[src/rtl/bls_pkg.sv]
// Shared types and constants for the line stepper.
// Used by every module in rtl/; depends on nothing.
package bls_pkg;

    localparam int COORD_BITS = 12;
    localparam int ROW_W      = 13;
    localparam int RGB_W      = 24;
    localparam int OFF_W      = 24;

    // Error accumulator: stored value and the wider pre-correction sum
    localparam int ACC_W      = COORD_BITS + 2;
    localparam int ERR_W      = COORD_BITS + 3;
    localparam int INC_W      = COORD_BITS + 1;

    // Offset product plus the x add, wide enough to truncate to OFF_W
    localparam int PROD_W     = COORD_BITS + ROW_W + 1;
    localparam int SUM_W      = (PROD_W > OFF_W) ? PROD_W : OFF_W;

    localparam logic [ROW_W-1:0] ROW_WIDTH_RST = ROW_W'(640);

    typedef enum logic
    {
        REQ_START   = 1'b0,
        REQ_ADVANCE = 1'b1
    } req_t;

    // Classified command, front to back
    typedef struct packed
    {
        req_t                  req;
        logic                  steep;
        logic [COORD_BITS-1:0] major_lo;
        logic [COORD_BITS-1:0] major_hi;
        logic [COORD_BITS-1:0] minor_lo;
        logic                  step_down;
        logic [COORD_BITS-1:0] span;
        logic [INC_W-1:0]      inc;
        logic [RGB_W-1:0]      rgb;
    } cmd_t;

    // Pixel record, back to offset stage
    typedef struct packed
    {
        logic [COORD_BITS-1:0] x;
        logic [COORD_BITS-1:0] y;
        logic [RGB_W-1:0]      rgb;
        logic                  last;
    } pix_t;

endpackage

[src/rtl/bls_front.sv]
// Front end: classifies a request and works out the line setup for a start.
// Depends on bls_pkg (cmd_t, req_t, widths).
module bls_front
(
    input  logic                           req_type,
    input  logic [bls_pkg::COORD_BITS-1:0] x_start,
    input  logic [bls_pkg::COORD_BITS-1:0] y_start,
    input  logic [bls_pkg::COORD_BITS-1:0] x_end,
    input  logic [bls_pkg::COORD_BITS-1:0] y_end,
    input  logic [bls_pkg::RGB_W-1:0]      line_rgb,
    output bls_pkg::cmd_t                  cmd
);

    logic [bls_pkg::COORD_BITS-1:0] adx;
    logic [bls_pkg::COORD_BITS-1:0] ady;
    logic                           x_desc;
    logic                           y_desc;
    logic                           steep;
    logic                           swap;

    always_comb
    begin
        x_desc = x_start > x_end;
        y_desc = y_start > y_end;
        adx    = x_desc ? (x_start - x_end) : (x_end - x_start);
        ady    = y_desc ? (y_start - y_end) : (y_end - y_start);
        steep  = adx < ady;
        // order endpoints so the major coordinate increases
        swap   = steep ? y_desc : x_desc;

        cmd.req      = bls_pkg::req_t'(req_type);
        cmd.steep    = steep;
        cmd.rgb      = line_rgb;
        cmd.span     = steep ? ady : adx;
        cmd.inc      = {(steep ? adx : ady), 1'b0};
        if (steep)
        begin
            cmd.major_lo  = swap ? y_end : y_start;
            cmd.major_hi  = swap ? y_start : y_end;
            cmd.minor_lo  = swap ? x_end : x_start;
            cmd.step_down = swap ? !(x_start > x_end) : !(x_end > x_start);
        end
        else
        begin
            cmd.major_lo  = swap ? x_end : x_start;
            cmd.major_hi  = swap ? x_start : x_end;
            cmd.minor_lo  = swap ? y_end : y_start;
            cmd.step_down = swap ? !y_desc : !(y_end > y_start);
        end
    end

endmodule

[src/rtl/bls_queue.sv]
// Two-entry command queue between the front end and the stepper.
// Depends on bls_pkg (cmd_t).
module bls_queue
(
    input  logic          clk,
    input  logic          rst_n,
    input  logic          push,
    input  bls_pkg::cmd_t push_cmd,
    output logic          full,
    output logic          not_empty,
    input  logic          pop,
    output bls_pkg::cmd_t head_cmd
);

    bls_pkg::cmd_t mem_reg [2];
    logic          wr_ptr_reg, wr_ptr_next;
    logic          rd_ptr_reg, rd_ptr_next;
    logic [1:0]    count_reg, count_next;

    always_comb
    begin
        full        = count_reg == 2'd2;
        not_empty   = count_reg != 2'd0;
        head_cmd    = mem_reg[rd_ptr_reg];
        wr_ptr_next = push ? !wr_ptr_reg : wr_ptr_reg;
        rd_ptr_next = pop ? !rd_ptr_reg : rd_ptr_reg;
        count_next  = count_reg + {1'b0, push} - {1'b0, pop};
    end

    always_ff @(posedge clk or negedge rst_n)
    begin
        if (!rst_n)
        begin
            wr_ptr_reg <= 1'b0;
            rd_ptr_reg <= 1'b0;
            count_reg  <= 2'd0;
        end
        else
        begin
            wr_ptr_reg <= wr_ptr_next;
            rd_ptr_reg <= rd_ptr_next;
            count_reg  <= count_next;
        end
    end

    always_ff @(posedge clk)
    begin
        if (push)
        begin
            mem_reg[wr_ptr_reg] <= push_cmd;
        end
    end

endmodule

[src/rtl/bls_back.sv]
// Stepper: holds the line state, runs the error update and registers one pixel.
// Depends on bls_pkg (cmd_t, pix_t, req_t, widths).
module bls_back
(
    input  logic          clk,
    input  logic          rst_n,
    input  logic          cmd_valid,
    input  bls_pkg::cmd_t cmd,
    output logic          cmd_pop,
    output logic          pix_valid,
    output bls_pkg::pix_t pix,
    input  logic          pix_ready
);

    logic                           active_reg, active_next;
    logic                           steep_reg, steep_next;
    logic [bls_pkg::COORD_BITS-1:0] major_reg, major_next;
    logic [bls_pkg::COORD_BITS-1:0] stop_reg, stop_next;
    logic [bls_pkg::COORD_BITS-1:0] minor_reg, minor_next;
    logic                           down_reg, down_next;
    logic [bls_pkg::COORD_BITS-1:0] span_reg, span_next;
    logic [bls_pkg::INC_W-1:0]      inc_reg, inc_next;
    logic [bls_pkg::ACC_W-1:0]      acc_reg, acc_next;
    logic [bls_pkg::RGB_W-1:0]      rgb_reg, rgb_next;
    logic                           pix_valid_reg, pix_valid_next;
    bls_pkg::pix_t                  pix_reg, pix_next;

    logic                           stage_free;
    logic                           emit;
    logic [bls_pkg::ERR_W-1:0]      err_sum;
    logic [bls_pkg::ERR_W-1:0]      err_fix;
    logic                           minor_step;
    logic                           last;

    always_comb
    begin
        stage_free = !pix_valid_reg || pix_ready;
        cmd_pop    = cmd_valid && stage_free;

        active_next = active_reg;
        steep_next  = steep_reg;
        major_next  = major_reg;
        stop_next   = stop_reg;
        minor_next  = minor_reg;
        down_next   = down_reg;
        span_next   = span_reg;
        inc_next    = inc_reg;
        acc_next    = acc_reg;
        rgb_next    = rgb_reg;
        emit        = 1'b0;

        err_sum    = {acc_reg[bls_pkg::ACC_W-1], acc_reg} + {2'b00, inc_reg};
        minor_step = $signed(err_sum) > $signed({3'b000, span_reg});
        err_fix    = err_sum - {2'b00, span_reg, 1'b0};

        if (cmd_pop)
        begin
            unique case (cmd.req)
                bls_pkg::REQ_START:
                begin
                    steep_next  = cmd.steep;
                    major_next  = cmd.major_lo;
                    stop_next   = cmd.major_hi;
                    minor_next  = cmd.minor_lo;
                    down_next   = cmd.step_down;
                    span_next   = cmd.span;
                    inc_next    = cmd.inc;
                    acc_next    = '0;
                    rgb_next    = cmd.rgb;
                    active_next = 1'b1;
                    emit        = 1'b1;
                end
                bls_pkg::REQ_ADVANCE:
                begin
                    // drop an advance that arrives with no line in progress
                    if (active_reg)
                    begin
                        major_next = major_reg + 1'b1;
                        if (minor_step)
                        begin
                            minor_next = down_reg ? (minor_reg - 1'b1) : (minor_reg + 1'b1);
                            acc_next   = err_fix[bls_pkg::ACC_W-1:0];
                        end
                        else
                        begin
                            acc_next = err_sum[bls_pkg::ACC_W-1:0];
                        end
                        emit = 1'b1;
                    end
                end
            endcase
        end

        last = major_next == stop_next;
        if (emit && last)
        begin
            active_next = 1'b0;
        end

        pix_next.x    = steep_next ? minor_next : major_next;
        pix_next.y    = steep_next ? major_next : minor_next;
        pix_next.rgb  = rgb_next;
        pix_next.last = last;

        pix_valid_next = stage_free ? emit : pix_valid_reg;

        pix_valid = pix_valid_reg;
        pix       = pix_reg;
    end

    always_ff @(posedge clk or negedge rst_n)
    begin
        if (!rst_n)
        begin
            active_reg    <= 1'b0;
            pix_valid_reg <= 1'b0;
        end
        else
        begin
            active_reg    <= active_next;
            pix_valid_reg <= pix_valid_next;
        end
    end

    always_ff @(posedge clk)
    begin
        steep_reg <= steep_next;
        major_reg <= major_next;
        stop_reg  <= stop_next;
        minor_reg <= minor_next;
        down_reg  <= down_next;
        span_reg  <= span_next;
        inc_reg   <= inc_next;
        acc_reg   <= acc_next;
        rgb_reg   <= rgb_next;
        if (stage_free && emit)
        begin
            pix_reg <= pix_next;
        end
    end

endmodule

[src/rtl/bls_addr.sv]
// Offset stage: holds row_width, forms y*row_width+x and drives the output register.
// Depends on bls_pkg (pix_t, widths).
module bls_addr
(
    input  logic                           clk,
    input  logic                           rst_n,
    input  logic                           cfg_wr_en,
    input  logic [bls_pkg::ROW_W-1:0]      cfg_wr_data,
    input  logic                           pix_valid,
    input  bls_pkg::pix_t                  pix,
    output logic                           pix_ready,
    output logic                           out_valid,
    input  logic                           out_ready,
    output logic [bls_pkg::COORD_BITS-1:0] pixel_x,
    output logic [bls_pkg::COORD_BITS-1:0] pixel_y,
    output logic [bls_pkg::OFF_W-1:0]      pixel_offset,
    output logic [bls_pkg::RGB_W-1:0]      pixel_rgb,
    output logic                           last_pixel
);

    logic [bls_pkg::ROW_W-1:0]      row_width_reg;
    logic                           out_valid_reg, out_valid_next;
    logic [bls_pkg::COORD_BITS-1:0] x_reg;
    logic [bls_pkg::COORD_BITS-1:0] y_reg;
    logic [bls_pkg::OFF_W-1:0]      off_reg, off_next;
    logic [bls_pkg::RGB_W-1:0]      rgb_reg;
    logic                           last_reg;
    logic [bls_pkg::SUM_W-1:0]      sum;
    logic                           load;

    always_comb
    begin
        pix_ready      = !out_valid_reg || out_ready;
        load           = pix_valid && pix_ready;
        out_valid_next = pix_ready ? pix_valid : out_valid_reg;
        sum            = bls_pkg::SUM_W'(pix.y) * bls_pkg::SUM_W'(row_width_reg)
                       + bls_pkg::SUM_W'(pix.x);
        off_next       = sum[bls_pkg::OFF_W-1:0];

        out_valid    = out_valid_reg;
        pixel_x      = x_reg;
        pixel_y      = y_reg;
        pixel_offset = off_reg;
        pixel_rgb    = rgb_reg;
        last_pixel   = last_reg;
    end

    always_ff @(posedge clk or negedge rst_n)
    begin
        if (!rst_n)
        begin
            row_width_reg <= bls_pkg::ROW_WIDTH_RST;
            out_valid_reg <= 1'b0;
        end
        else
        begin
            if (cfg_wr_en)
            begin
                row_width_reg <= cfg_wr_data;
            end
            out_valid_reg <= out_valid_next;
        end
    end

    always_ff @(posedge clk)
    begin
        if (load)
        begin
            x_reg    <= pix.x;
            y_reg    <= pix.y;
            off_reg  <= off_next;
            rgb_reg  <= pix.rgb;
            last_reg <= pix.last;
        end
    end

endmodule

[src/rtl/bresenham_line_stepper.sv]
// Top level of the line stepper: front end, command queue, stepper, offset stage.
// Depends on bls_pkg, bls_front, bls_queue, bls_back, bls_addr.
//
//   channel   handshake              payload
//   -------   --------------------   ------------------------------------------------
//   request   in_valid / in_ready    req_type, x_start, y_start, x_end, y_end, line_rgb
//   pixel     out_valid / out_ready  pixel_x, pixel_y, pixel_offset, pixel_rgb, last_pixel
//   config    cfg_wr_en              cfg_wr_data (row_width)
//
// One request per clock and one pixel per clock while the output is taken every cycle.
// A request reaches the output through the queue write at the transfer edge, then the stepper
// register, then the offset register (multiply y by row_width and add x).
// Reset clears all valids and the active line; row_width returns to 640.
// A stalled output fills the stages and then the two-entry queue before in_ready drops.
module bresenham_line_stepper
(
    input  logic                           clk,
    input  logic                           rst_n,
    input  logic                           cfg_wr_en,
    input  logic [bls_pkg::ROW_W-1:0]      cfg_wr_data,
    input  logic                           in_valid,
    output logic                           in_ready,
    input  logic                           req_type,
    input  logic [bls_pkg::COORD_BITS-1:0] x_start,
    input  logic [bls_pkg::COORD_BITS-1:0] y_start,
    input  logic [bls_pkg::COORD_BITS-1:0] x_end,
    input  logic [bls_pkg::COORD_BITS-1:0] y_end,
    input  logic [bls_pkg::RGB_W-1:0]      line_rgb,
    output logic                           out_valid,
    input  logic                           out_ready,
    output logic [bls_pkg::COORD_BITS-1:0] pixel_x,
    output logic [bls_pkg::COORD_BITS-1:0] pixel_y,
    output logic [bls_pkg::OFF_W-1:0]      pixel_offset,
    output logic [bls_pkg::RGB_W-1:0]      pixel_rgb,
    output logic                           last_pixel
);

    bls_pkg::cmd_t front_cmd;
    bls_pkg::cmd_t head_cmd;
    logic          q_full;
    logic          q_not_empty;
    logic          q_pop;
    logic          push;
    logic          pix_valid;
    logic          pix_ready;
    bls_pkg::pix_t pix;

    assign in_ready = !q_full;
    assign push     = in_valid && in_ready;

    bls_front u_front
    (
        .req_type (req_type),
        .x_start  (x_start),
        .y_start  (y_start),
        .x_end    (x_end),
        .y_end    (y_end),
        .line_rgb (line_rgb),
        .cmd      (front_cmd)
    );

    bls_queue u_queue
    (
        .clk       (clk),
        .rst_n     (rst_n),
        .push      (push),
        .push_cmd  (front_cmd),
        .full      (q_full),
        .not_empty (q_not_empty),
        .pop       (q_pop),
        .head_cmd  (head_cmd)
    );

    bls_back u_back
    (
        .clk       (clk),
        .rst_n     (rst_n),
        .cmd_valid (q_not_empty),
        .cmd       (head_cmd),
        .cmd_pop   (q_pop),
        .pix_valid (pix_valid),
        .pix       (pix),
        .pix_ready (pix_ready)
    );

    bls_addr u_addr
    (
        .clk          (clk),
        .rst_n        (rst_n),
        .cfg_wr_en    (cfg_wr_en),
        .cfg_wr_data  (cfg_wr_data),
        .pix_valid    (pix_valid),
        .pix          (pix),
        .pix_ready    (pix_ready),
        .out_valid    (out_valid),
        .out_ready    (out_ready),
        .pixel_x      (pixel_x),
        .pixel_y      (pixel_y),
        .pixel_offset (pixel_offset),
        .pixel_rgb    (pixel_rgb),
        .last_pixel   (last_pixel)
    );

endmodule
[config.mk]
export PLATFORM = sky130hd
export DESIGN_NAME = bresenham_line_stepper
export DESIGN_NICKNAME = d
export VERILOG_FILES = /design/src/rtl/bls_pkg.sv /design/src/rtl/bls_front.sv /design/src/rtl/bls_queue.sv /design/src/rtl/bls_back.sv /design/src/rtl/bls_addr.sv /design/src/rtl/bresenham_line_stepper.sv
export SDC_FILE = /design/constraint.sdc
export NUM_CORES = 1
export LEC_CHECK = 0
export BUFFER_PORTS_ARGS = -buffer_cell sky130_fd_sc_hd__buf_2
export CAP_MARGIN = 20
export CORE_AREA = 4 4 220 222
export DETAILED_ROUTE_END_ITERATION = 8
export DIE_AREA = 0 0 224 226
export PLACE_DENSITY = 0.83
export SLEW_MARGIN = 20
export SYNTH_ARGS = -nofsm -noshare
export SYNTH_HDL_FRONTEND = slang
export SYNTH_SLANG_ARGS = --single-unit
export TNS_END_PERCENT = 50
[constraint.sdc]
create_clock -name clk -period 10.7 [get_ports clk]
set_input_delay 1.605 -clock clk [delete_from_list [all_inputs] [get_ports clk]]
set_output_delay 1.605 -clock clk [all_outputs]
set_load 0.02 [all_outputs]
* Word level (Yosys, flattened, before mapping)
Memory sizes are Yosys's and may differ from the RTL's. Index checks and enable logic that the tools add are counted.
Storage, ports and cells: bits in writable memories 174, bits in read-only memories 0, memories kept 1, bits in latches 0, register bits 243, output and inout bits 75, word-level logic and storage cells 110, input port bits 91
Cells by class: eq/ne operators 4, mux-type cells 39, $add $sub $neg 12, shift-type cells 0, $mul 1, bitwise logic cells 1, reductions and logical operators 21, magnitude comparators 6, divide/modulo/power cells 0
Memory list:
- u_queue.mem_reg | depth 2, width 87, read ports 1, clocked after memory_dff 0, write ports 1, line bls_queue.sv:15 | bls_pkg::cmd_t mem_reg [2];
Operators by type and width (count):
- $mux W12 | 18
- $gt A12 B12 Y1 | 4
- $mux W24 | 2
- $pmux W12 S2 | 2
- $sub A12 B12 Y12 | 4
- $mux W37 | 1
- $mux W14 | 2
- $pmux W14 S2 | 1
- $add A12 B1 Y12 const B | 2
- $add A24 B12 Y24 | 1
- $mul A12 B13 Y24 | 1
- $add A14 B14 Y15 | 1
- $gt A15 B13 Y1 | 1
- $sub A14 B13 Y14 | 1
- $eq A12 B12 Y1 | 1
- $lt A12 B12 Y1 | 1
- $mux W1 | 12
- $sub A12 B1 Y12 const B | 1
- $logic_not A1 Y1 | 9
- $reduce_and A2 Y1 | 3
- $logic_and A1 B1 Y1 | 5
- $ne A2 B2 Y1 const B | 2
- $reduce_bool A2 Y1 | 2
- $add A2 B1 Y2 | 1
- 5 further kinds | 6

* Logic depth before layout (Yosys ltp)
Gate-level depths: netlist (run 1).
word-level depth 9, depth in mapped cells 24, depth with buffers taken out 22

* By module
A second synthesis (run 1) with hierarchy kept.
Second synthesis, totals: cells, all modules 2442, area, all modules 26780.7 µm²
Modules (own cells, without submodules):
- bls_addr | times used 1, sequential area each 2544.9 µm², cells an instance 769, area an instance 8300.5 µm²
- bls_back | times used 1, sequential area each 3943.8 µm², cells an instance 785, area an instance 7928.9 µm²
- bls_queue | times used 1, sequential area each 5385.2 µm², cells an instance 289, area an instance 6581.3 µm²
- bls_front | times used 1, sequential area each 0.0 µm², cells an instance 597, area an instance 3960.0 µm²
- bresenham_line_stepper | times used 1, sequential area each 0.0 µm², cells an instance 2, area an instance 10.0 µm²

* Least setup slack after synthesis (run 1)
Ideal clock, no wire load.
kind input port to flip-flop, start input port x_start[0] (netlist bit), end memory u_queue.mem_reg[0][48] (netlist bit) (data pin), data required time 10409 ps, data arrival time 5651 ps, setup slack 4758 ps, cell stages on the path 21, path buffers 4, setup time 291 ps, cells stage by stage inv_1 ha_1 inv_1 fa_1 a21o_1 a21oi_1 o22ai_1 o21bai_2 buf_2 buf_1 mux2i_1 inv_1 ha_1 a21o_1 a21o_1 a211oi_1 o31a_1 o21ai_0 clkbuf_1 buf_1 a41oi_1
RTL lines:
- start, declared | line bresenham_line_stepper.sv:24 | input logic [bls_pkg::COORD_BITS-1:0] x_start,
- end, declared | line bls_queue.sv:15

==> qor.yml, run 1 <==
synth:
  muxShareOfSynthArea_pct: 5.689
  synth_fa_ha_area_share_pct: 18.31
  ys.flop_type: "edfxtp_1"
  synth_warnings: 0
  synth_nets: 2763
  ys_types: 89
  synth_simple_gate_area_share_pct: 10.31
  ys_seq_elements: 415
  async_reset_ff_share_pct: 4.819
  syn_area_per_cell_sq_um: 10.90
  synth_compound_area_share_pct: 11.07
  syn_area_sq_um: 25840
  synthXorXnorAreaFrac_pct: 2.948
  synth-edff-count: 334
  seq_area_frac_synth_pct: 45.48
  synth_top_family_by_area: "adder cells"
  syn-instance-count: 2370
timing:
  fin_skew_ns: 0.03039
  fmax_mhz: 135.2
  slew_headroom_pct: 29.01
  rsz0062_at_grt: "no"
  hold_viol: 0
  fin_setup_tns_ns: 0
  worst_pin_slew_ns: 1.065
  setup_viol: 0
  fin_crit_ns: 7.399
  drv_slew: 0
  post-route-period-util_pct: 69.15
floorplanning:
  core_area_sq_um: 46360
  dieArea_sq_um: 50620
  initial_core_util_pct: 55.75
  pin_count: 166
  die-height_um: 226
  fp.dieW_um: 224
  core.rowCount: 79
clock_network:
  ctsHoldBuffers: 0
  path_clk_slew_ns: 0.06
  cts_tree: "built"
  clock-root-buffer: "clkbuf_16"
  cts_made_buffers: 43
  post_cts_resized: 0
  cts_buffer_depth: 3
  clock-sinks: 415
  clock_latency_ns: 0.58
  cts_setup_buffers: 0
  htree_levels: 2
layout:
  area_growth_pct: 10.95
  antenna_cells: 0
  n_fill_cell: 3472
  largest_register_ffs: 174
  mostFrequentLayoutCell: "edfxtp_1"
  seqCellArea_sq_um: 11760
  mostFrequentLayoutCells: "edfxtp_1 (334), inv_1 (305), nand2_1 (209)"
  multi_input_area_sq_um: 12560
  final_nets: 2878
  drive_above_1_share_pct: 13.06
  final-instance-count-excl-fill: 3127
  final_core_util_pct: 61.85
place:
  hpwl_mm: 45.31
  gp_congestion: 0.9626
  io_buffers: 165
  dp.cells: 3046
setup_path:
  crit_slowest_cell: "o21ai_4"
  critPathArrivalTime_ns: 7.74
  path_common_cell: "inv_1"
  crit_required_ns: 11.04
  path_buf_inv: 5
  start_kind: "input port"
  critPathMaxFanout: 41
  slowest_delay_ns: 0.83
  crit_type: "input port to flip-flop"
  crit_path_cell_trace: "buf_2 > inv_1 > ha_1 > inv_1 > fa_1 > a21o_1 > a21oi_1 > o31a_1 > a21o_1 > mux2_2 > o2111ai_1 > o211ai_1 > xnor2_1 > inv_1 > ha_1 > o21a_1 > o211ai_1 > o21ai_4 > inv_1 > nand3_1 > a21oi_1 > a311oi_1"
  critPathTopFamily: "compound AO/OA/AOI/OAI gates"
  end_kind: "flip-flop"
global_routing:
  grt_pass1_wl_mm: 97.01
  grt_overflow: 0
  grtUsageTotal_pct: 23.95
  antenna_found_initial: 0
  grt_pass1_vias: 18220
  grt_max_degree: 76
detailed_routing:
  antenna_left: 0
  vias_per_cell: 5.742
  first_pass_iters: 7
  vias: 17950
  drc_errors: 0
  wl_per_cell_um: 19.57
  drt_wl_total_mm: 61.19
  drtIter0Drc: 1498
job:
  max_cap_viol_count: 0
worst_hold_path:
  hp-class: "flip-flop to flip-flop"
run_status:
  status: "finished, final reports clean"
## per-layer routing
metal	routed length [um]	global-route usage [%]
met1	24940	31.12
met2	29960	40.89
met3	3727	3.328
met4	2565	9.684
met5	0	0
## cells by family (layout without fill, tap and decap cells)
logic type	after synthesis	count (layout)
AOI/OAI and AO/OA	435	435
xor gates and xnor gates	87	87
adders and majority gates	302	302
buffers and inverters	414	564
DFF	415	415
muxes	140	140
and+or+nand+nor	577	577
## cell type report
| cell class | instances | share of cell area (%) |
|---|---|---|
| Multi-Input combinational cell | 1541 | 43.80 |
| Sequential cell | 415 | 41.00 |
| Timing Repair Buffer | 177 | 3.264 |
| Clock buffer | 58 | 4.272 |
| Inverter | 307 | 4.019 |
| Clock inverter | 22 | 0.9949 |
| Tap cell | 607 | 2.649 |
## final timing paths
check | cells after the start | startpoint | slack, ns | to
max in group asynchronous | 1 | rst_n | 9.26 | u_queue.rd_ptr_reg
min in group asynchronous | 1 | rst_n | 1.02 | u_addr.row_width_reg[10]
min reg2reg | 0 | u_back.pix[5] | 0.42 | u_addr.pixel_rgb[4]
max | 22 | y_start[0] | 3.30 | u_queue.mem_reg[1][64]
min | 0 | u_back.pix[5] | 0.42 | u_addr.pixel_rgb[4]
max reg2reg | 20 | u_back.pix[26] | 4.29 | u_addr.pixel_offset[23]
## cells in the mapped netlist, types with 7 or more instances
master	n	area share [%]
nand4_1	13	0.31
xnor2_1	71	2.4
o21ai_0	59	1.1
buf_2	26	0.50
o22ai_1	9	0.22
edfxtp_1	334	39
o21bai_1	11	0.32
clkbuf_1	63	0.92
nand3_1	25	0.48
and2_1	86	2.1
nor3_1	20	0.39
a21oi_1	135	2.6
o21a_1	12	0.35
mux2i_1	87	3.4
nor2_1	162	2.4
nor2b_1	16	0.39
a31oi_1	44	1.1
nand2_1	209	3.0
dfxtp_1	61	4.7
ha_1	175	8.5
a21o_1	26	0.76
o211ai_1	7	0.20
inv_1	306	4.4
a211oi_1	48	1.4
mux2_2	52	2.3
nand2b_1	11	0.27
xor2_1	16	0.54
buf_1	15	0.22
dfrtp_1	18	1.7
fa_1	127	9.8
a311oi_1	8	0.27
## worst reg2reg max path, stage by stage (launching register included)
cell	delay, ns
edfxtp_1	0.65
and2_1	0.32
fa_1	0.52
inv_1	0.05
fa_1	0.48
inv_1	0.05
fa_1	0.52
fa_1	0.56
inv_1	0.05
fa_1	0.47
inv_1	0.04
ha_1	0.19
or4_4	0.57
or2_0	0.23
o32ai_2	0.34
o21ai_2	0.16
o211ai_2	0.19
a21boi_1	0.11
o21a_1	0.19
o41a_1	0.33
xnor2_1	0.13
## per-stage QoR
step | worst slack (ns) | cell area, sq um | hold WS (ns)
3_3_place_gp | 2.944 | 27130 | 0.4015
2_1_floorplan | 4.758 | 25840 | 0.4003
4_1_cts | 3.289 | 28640 | 0.4184
3_5_place_dp | 2.710 | 27130 | 0.4045
5_1_grt | 2.803 | 28670 | 0.4274
6_report | 3.301 | 28670 | 0.4179
Power of run 1 is not shown: default switching activity piles up to over one toggle a cycle in this logic, so the estimate is an artifact.
==> run 2, diff against run 1 <==
--- a/config.mk
+++ b/config.mk
@@ -10,7 +10,7 @@
 export CORE_AREA = 4 4 220 222
 export DETAILED_ROUTE_END_ITERATION = 8
 export DIE_AREA = 0 0 224 226
-export PLACE_DENSITY = 0.83
+export PLACE_DENSITY = 0.86
 export SLEW_MARGIN = 20
 export SYNTH_ARGS = -nofsm -noshare
 export SYNTH_HDL_FRONTEND = slang
==> constraint.sdc (replaced) <==
create_clock -name clk -period 6.1 [get_ports clk]
set_input_delay 0.915 -clock clk [delete_from_list [all_inputs] [get_ports clk]]
set_output_delay 0.915 -clock clk [all_outputs]
set_load 0.02 [all_outputs]
==> qor.yml, run 2 (synthesis gave the netlist of run 1 again) <==
run_status:
  status: "finished, final reports clean"
setup_path:
  slowest_delay_ns: 0.54
  crit_required_ns: 6.44
  path_buf_inv: 5
  path_common_cell: "fa_1"
  critPathMaxFanout: 7
  path_depth: 21
  critPathTopFamily: "adder cells"
  crit_slowest_cell: "fa_1"
  start_kind: "flip-flop"
  end_kind: "flip-flop"
  reg2regPathDepth: 21
  crit_path_cell_trace: "buf_4 > and2_1 > fa_1 > inv_1 > fa_1 > inv_1 > fa_1 > fa_1 > inv_1 > fa_1 > inv_1 > ha_1 > or4_4 > or2_4 > o32ai_4 > o21ai_2 > o211ai_2 > a21boi_2 > o21a_1 > o41a_1 > xnor2_1"
  critPathArrivalTime_ns: 6.27
  crit_type: "flip-flop to flip-flop"
floorplanning:
  pin_count: 166
  dieArea_sq_um: 50620
  fp.dieW_um: 224
  initial_core_util_pct: 55.75
  core.rowCount: 79
  die-height_um: 226
  core_area_sq_um: 46360
layout:
  n_fill_cell: 3470
  mostFrequentLayoutCell: "edfxtp_1"
  final_nets: 2937
  area_growth_pct: 12.73
  drive_above_1_share_pct: 15.36
  mostFrequentLayoutCells: "edfxtp_1 (334), inv_1 (304), nand2_1 (209)"
  largest_register_ffs: 174
clock_network:
  path_clk_slew_ns: 0.07
  cts_made_buffers: 42
  cts_tree: "built"
  clock-sinks: 415
  cts_buffer_depth: 3
  clock_latency_ns: 0.60
  clock-root-buffer: "clkbuf_16"
  htree_levels: 2
detailed_routing:
  vias: 18350
  drt_wl_total_mm: 61.82
  vias_per_cell: 5.761
  first_pass_iters: 7
  drc_errors: 0
  antenna_left: 0
  drtIter0Drc: 1483
  wl_per_cell_um: 19.40
place:
  gp_congestion: 0.9650
  hpwl_mm: 46.54
  io_buffers: 165
  place_ws_ns: 0.04940
timing:
  slew_headroom_pct: 31.83
  post-route-period-util_pct: 97.20
  worst_slack_ns: 0.1709
  worst_pin_slew_ns: 1.021
  fin_crit_ns: 5.929
  drv_slew: 0
  setup_viol: 0
  fmax_mhz: 168.7
  hold_viol: 0
  fin_skew_ns: 0.06020
global_routing:
  grt_max_degree: 80
  antenna_found_initial: 2
  grtUsageTotal_pct: 24.13
  grt_overflow: 0
  grt_pass1_vias: 18680
  grt_pass1_wl_mm: 98.51
worst_hold_path:
  hp-class: "input port to asynchronous set/reset pin"
job:
  max_cap_viol_count: 0
[run 2: routing by layer]
metal,track usage (%),routed length (um),share of wire (%)
met1,30.87,24910,40
met2,42.74,31450,51
met3,2.977,3355,5.4
met4,8.312,2087,3.4
met5,0,13,0.021
[run 2: cell type report]
class                   instances  area [sq um]  area share (%)
repair buffers                237          1416           4.862
diodes                          1         2.502        0.008590
clock inverters                26         325.3           1.117
inverters                     307          1152           3.956
clock buffers                  52          1140           3.913
multi-input cells            1541         12580           43.18
well taps                     607         759.5           2.607
flip-flops and latches        415         11760           40.36
[run 2: metrics by stage]
stage               std cells  setup TNS [ns]  util [%]  hold slack [ns]  area [sq um]
floorplan                2370               0         -           0.4003         25840
global placement         3096               0     59.39           0.4026         27530
detailed placement       3096               0     59.39           0.4045         27530
CTS                      3174               0     62.55           0.2987         29000
global route             3186        -0.05702     62.84           0.3320         29130
finish                   3186               0     62.84           0.3180         29130
[run 2: path summary, 6_finish.rpt]
kind | start | endpoint | slack [ns]
max in group asynchronous | rst_n | u_queue.rd_ptr_reg | 5.33
hold / removal | rst_n | u_addr.row_width_reg[12] | 0.32
setup reg to reg | u_back.pix[25] | u_addr.pixel_offset[23] | 0.17
setup / recovery | u_back.pix[25] | u_addr.pixel_offset[23] | 0.17
hold reg to reg | u_back.pix[4] | u_addr.pixel_rgb[3] | 0.41
min in group clk | u_back.pix[4] | u_addr.pixel_rgb[3] | 0.41
[run 2: timing repair]
item,CTS,global route
setup endpoints to repair,0,2
buffers inserted,0,10
hold buffers,0,0
gates resized for setup,0,9
Power of run 2 is left out for the same reason.
